==> src/rtl/boxds_pkg.sv <==
// Shared types and constants for the box-average downsampler.
`timescale 1ns / 1ps

package boxds_pkg;

    localparam int PIXEL_W      = 8;
    localparam int WIDTH_REG_W  = 11;
    localparam int HEIGHT_REG_W = 12;
    localparam int POWER_REG_W  = 2;

    localparam int CFG_INDEX_W = 2;
    localparam int CFG_DATA_W  = 12;

    localparam logic [CFG_INDEX_W-1:0] CFG_FRAME_WIDTH  = 2'd0;
    localparam logic [CFG_INDEX_W-1:0] CFG_FRAME_HEIGHT = 2'd1;
    localparam logic [CFG_INDEX_W-1:0] CFG_DOWN_POWER   = 2'd2;

    localparam logic [WIDTH_REG_W-1:0]  WIDTH_RESET  = 11'd320;
    localparam logic [HEIGHT_REG_W-1:0] HEIGHT_RESET = 12'd240;
    localparam logic [POWER_REG_W-1:0]  POWER_RESET  = 2'd0;

    localparam int QUEUE_DEPTH = 4;
    localparam int QUEUE_PTR_W = 2;
    localparam int QUEUE_CNT_W = 3;

    typedef struct packed {
        logic [PIXEL_W-1:0] average;
        logic               frame_last;
    } t_result;

endpackage

==> src/rtl/boxds_out_queue.sv <==
// Small result queue that decouples the sum pipeline from output back-pressure.
`timescale 1ns / 1ps

module boxds_out_queue (
    input  logic                                i_clk,
    input  logic                                i_rst_n,
    input  logic                                i_push,
    input  boxds_pkg::t_result                  i_data,
    output logic [boxds_pkg::QUEUE_CNT_W-1:0]   o_count,
    output logic                                o_valid,
    input  logic                                i_stall,
    output boxds_pkg::t_result                  o_data
);
    import boxds_pkg::*;

    t_result                r_slot [QUEUE_DEPTH];
    logic [QUEUE_PTR_W-1:0] r_rd_ptr;
    logic [QUEUE_PTR_W-1:0] r_wr_ptr;
    logic [QUEUE_CNT_W-1:0] r_count;
    logic                   pop;

    assign pop     = (r_count != '0) && !i_stall;
    assign o_valid = (r_count != '0);
    assign o_data  = r_slot[r_rd_ptr];
    assign o_count = r_count;

    always_ff @(posedge i_clk) begin
        if (!i_rst_n) begin
            r_rd_ptr <= '0;
            r_wr_ptr <= '0;
            r_count  <= '0;
        end else begin
            if (i_push) begin
                r_wr_ptr <= r_wr_ptr + QUEUE_PTR_W'(1);
            end
            if (pop) begin
                r_rd_ptr <= r_rd_ptr + QUEUE_PTR_W'(1);
            end
            r_count <= r_count + QUEUE_CNT_W'(i_push) - QUEUE_CNT_W'(pop);
        end
    end

    // payload slots, no reset
    always_ff @(posedge i_clk) begin
        if (i_push) begin
            r_slot[r_wr_ptr] <= i_data;
        end
    end

    a_no_overflow: assert property (@(posedge i_clk) disable iff (!i_rst_n)
        (i_push && !pop) |-> (r_count < QUEUE_CNT_W'(QUEUE_DEPTH)))
        else $error("result queue overflow");

    a_empty_ptrs: assert property (@(posedge i_clk) disable iff (!i_rst_n)
        (r_count == '0) |-> (r_rd_ptr == r_wr_ptr))
        else $error("empty queue with pointers apart");

endmodule

==> config.mk <==
export PLATFORM = sky130hd
export DESIGN_NAME = boxds_out_queue
export DESIGN_NICKNAME = d
export VERILOG_FILES = /design/src/rtl/boxds_pkg.sv /design/src/rtl/boxds_out_queue.sv
export SDC_FILE = /design/constraint.sdc
export NUM_CORES = 1
export LEC_CHECK = 0
export BUFFER_PORTS_ARGS = -buffer_cell sky130_fd_sc_hd__buf_2
export CORE_MARGIN = 2
export CORE_UTILIZATION = 30
export DETAILED_ROUTE_END_ITERATION = 6
export GPL_TIMING_DRIVEN = 1
export MAX_ROUTING_LAYER = met4
export PLACE_DENSITY_LB_ADDON = 0.1
export REMOVE_ABC_BUFFERS = 1
export SETUP_SLACK_MARGIN = 0.02
export SYNTH_ARGS = -nofsm -noshare
export SYNTH_HDL_FRONTEND = slang
export SYNTH_SLANG_ARGS = --single-unit
==> constraint.sdc <==
create_clock -name i_clk -period 2.5 [get_ports i_clk]
set_input_delay 0.5 -clock i_clk [delete_from_list [all_inputs] [get_ports i_clk]]
set_output_delay 0.5 -clock i_clk [all_outputs]
set_load 0.01 [all_outputs]
==> results.ini <==
[status]
status=complete, no violations

[power]
p_leak_nw=0.739
p_seq_share_pct=52.6
ir_drop_mv=0.384
p_comb_share_pct=23.5
p_sw_mw=0.467
sw_frac_of_total_pct=26.7
powerDensity_mw_per_mm2=852
finalPower_mw=1.75
internal_power_mw=1.28
pwr-share-clk_pct=23.9

[sta]
maxSlewViolCount=0
layout_min_cycle_time_ps=2060
fin_skew_ps=4.23
hold_viol=0
timing.setup.tns_ps=0
holdWs_ps=425
max_clock_freq_mhz=485
tightest_slew_ps=523
rsz0062_at_grt=no
setup_ws_ps=437
setup_violations=0
period_share_pct=82.5
relSlewSlack_pct=65.1

[die]
initial_utilization_pct=31.6
rows=27
ios=26
fp.dieW_um=80.6
dieArea_mm2=0.00650
core_area_mm2=0.00557
die_h_um=80.6

[job]
drv_cap=0

[synthesis]
synth-compound-area-share_pct=1.14
synth_largest_area_cell=edfxtp_1
synth-xor-area-share_pct=1.49
ys_types=21
netlist_instances=93
synthAdderAreaFrac_pct=5.40
synth_enable_flop_cells=36
ys_ff_latch=45
synth_common_cells=edfxtp_1 (36), dfxtp_1 (9), mux4_2 (9), and2_1 (8), inv_1 (7)
yosys.area_share.simple_pct=5.33
synth_mux_area_share_pct=12.6
yosysMostFrequentCell=edfxtp_1
synth_top_area_share_pct=61.4
syn_area_mm2=0.00176
synth_area_per_cell_um2=18.9
ys_warn_count=0
synthTopCellsByArea=edfxtp_1 (61%), mux4_2 (12%), dfxtp_1 (10%), ha_1 (4.3%), and2_1 (2.8%)
seq_area_frac_synth_pct=71.6
synthFlopType=edfxtp_1
synth_top_family_by_area=multiplexers
async_reset_ff_share_pct=0

[worst_setup_path]
critPathKind=register to register
reg2reg_from=o_count[1]$_SDFF_PN0_
end_kind=register
worstSetupStartpoint=o_count[1]$_SDFF_PN0_
reg2regPathDepth=9
startpoint_type=register
arrival_ps=2250
critPathRequiredTime_ps=2690
crit_end=o_count[2]$_SDFF_PN0_
path_max_fanout=5
rrSetupSlack_ps=440
r2r-end=o_count[2]$_SDFF_PN0_

[clocking]
cts.clk_slew.worst_paths_ps=80
cts_resized=0
htreeDepth=2
cts-hold-fix-buffers=0
clock-sinks=45
cts_buffers=5
clockRootBuffer=clkbuf_8
postCtsSetupBuffers=0
clockBufferDepth=2
insertion_delay_ps=290
cts_tree=done

[placed_design]
pre_cts_ws_ps=448
io_buffers=25
dpl.hpwl_um=1910
place.gp.congestion=0.709
dpl.cell_count=189
dpl_cell_area_mm2=0.00197

[final_layout]
fin_area_mm2=0.00205
drive_above_1_share_pct=34.4
area_growth_syn_to_layout_pct=16.4
final_nets=144
nFillCells=540
instances_no_fill=197
diodes=0
finish.utilization_pct=36.8

[drt]
drc=0
wl_per_cell_um=14.1
via_per_inst=4.35
final_antenna_net_count=0
via_count=857
drt-initial-drc-count=22
wirelength_um=2770
firstDrtPassIters=4

[min_path]
hold_class=input port to register

[global_routing]
grt_usage_pct=9.99
grt_pass1_wl_um=4370
grt_max_degree=14
gr-total-overflow=0
grt_antenna_before_repair=0
first_global_vias=855

-- metal layers --
| layer | GRT usage [%] | vias to the layer above | share of wire, % | routed length [um] |
|---|---|---|---|---|
| li1 | - | 407 | - | - |
| met1 | 11.4 | 424 | 43 | 1190 |
| met4 | 4.58 | 0 | 1.9 | 52 |
| met3 | 3.71 | 6 | 5.3 | 148 |
| met2 | 15.7 | 20 | 50 | 1380 |
| met5 | - | - | 0 | 0 |
-- logic make-up (layout without fill, tap and decap cells) --
kind of cell | count (synthesis) | count (layout)
xor+xnor | 3 | 3
fa+ha+maj | 7 | 7
simple gates | 15 | 15
mux | 11 | 11
flops | 45 | 45
compound gates | 3 | 3
buf+inv | 9 | 41
-- flip-flops by register name, indices dropped and copies added, names as in the netlist, named ones only --
register / flops
r_rd_ptr: 2
r_slot: 36
o_count: 3
r_wr_ptr: 2
-- how the worst min path moves through the flow --
stage                                     to  slack (ps)                startpoint  cells past startpoint
floorplan                           register         450  r_rd_ptr[1]$_SDFFE_PN0P_                      2
global placement    r_rd_ptr[1]$_SDFFE_PN0P_         460  r_rd_ptr[1]$_SDFFE_PN0P_                      2
detailed placement  r_rd_ptr[1]$_SDFFE_PN0P_         470  r_rd_ptr[1]$_SDFFE_PN0P_                      2
CTS                   r_slot[0][1]$_DFFE_PP_         420                 i_data[1]                      1
global route          r_slot[3][3]$_DFFE_PP_         410                 i_data[3]                      1
finish                r_slot[3][3]$_DFFE_PP_         430                 i_data[3]                      1
-- worst max-delay path, cell delays in order (launching register included) --
cell     delay [ps]
dfxtp_1         330
nor3_2          290
nor2_1           70
ha_1            270
inv_1            40
ha_1            180
fa_1            370
xnor2_1         140
xnor2_1         120
and2_1          140
-- cell type report --
type	instances	area, um2	share of cell area [%]
Clock buffer	6	72.6	3.54
Clock inverter	2	10.0	0.488
Inverter	7	26.3	1.28
Multi-Input combinational cell	39	458	22.3
Sequential cell	45	1260	61.5
Tap cell	72	90.1	4.39
Timing Repair Buffer	26	133	6.47
-- cell usage in the layout, fill, tap and decap left out, drive strengths merged --
master | netlist | routed
nand2b | 1 | 1
a21boi | 2 | 2
or3 | 1 | 1
buf | 1 | 26
xor2 | 1 | 1
nor3 | 1 | 1
clkinv | 0 | 2
nor2b | 1 | 1
and2 | 8 | 8
mux4 | 9 | 9
dfxtp | 9 | 9
clkbuf | 1 | 6
nand2 | 1 | 1
xnor2 | 2 | 2
edfxtp | 36 | 36
nor3b | 1 | 1
o21ai | 1 | 1
nor2 | 1 | 1
mux2i | 2 | 2
inv | 7 | 7
ha | 6 | 6
fa | 1 | 1
-- power by group through the flow --
stage	combinational, mW	sequential (mW)	clock (mW)
2_1_floorplan	0.260	0.950	0
6_report	0.411	0.918	0.418
4_1_cts	0.424	0.920	0.434
3_3_place_gp	0.422	0.934	0
3_5_place_dp	0.423	0.937	0
5_1_grt	0.462	0.927	0.461
(Power assumes the default switching activity.)
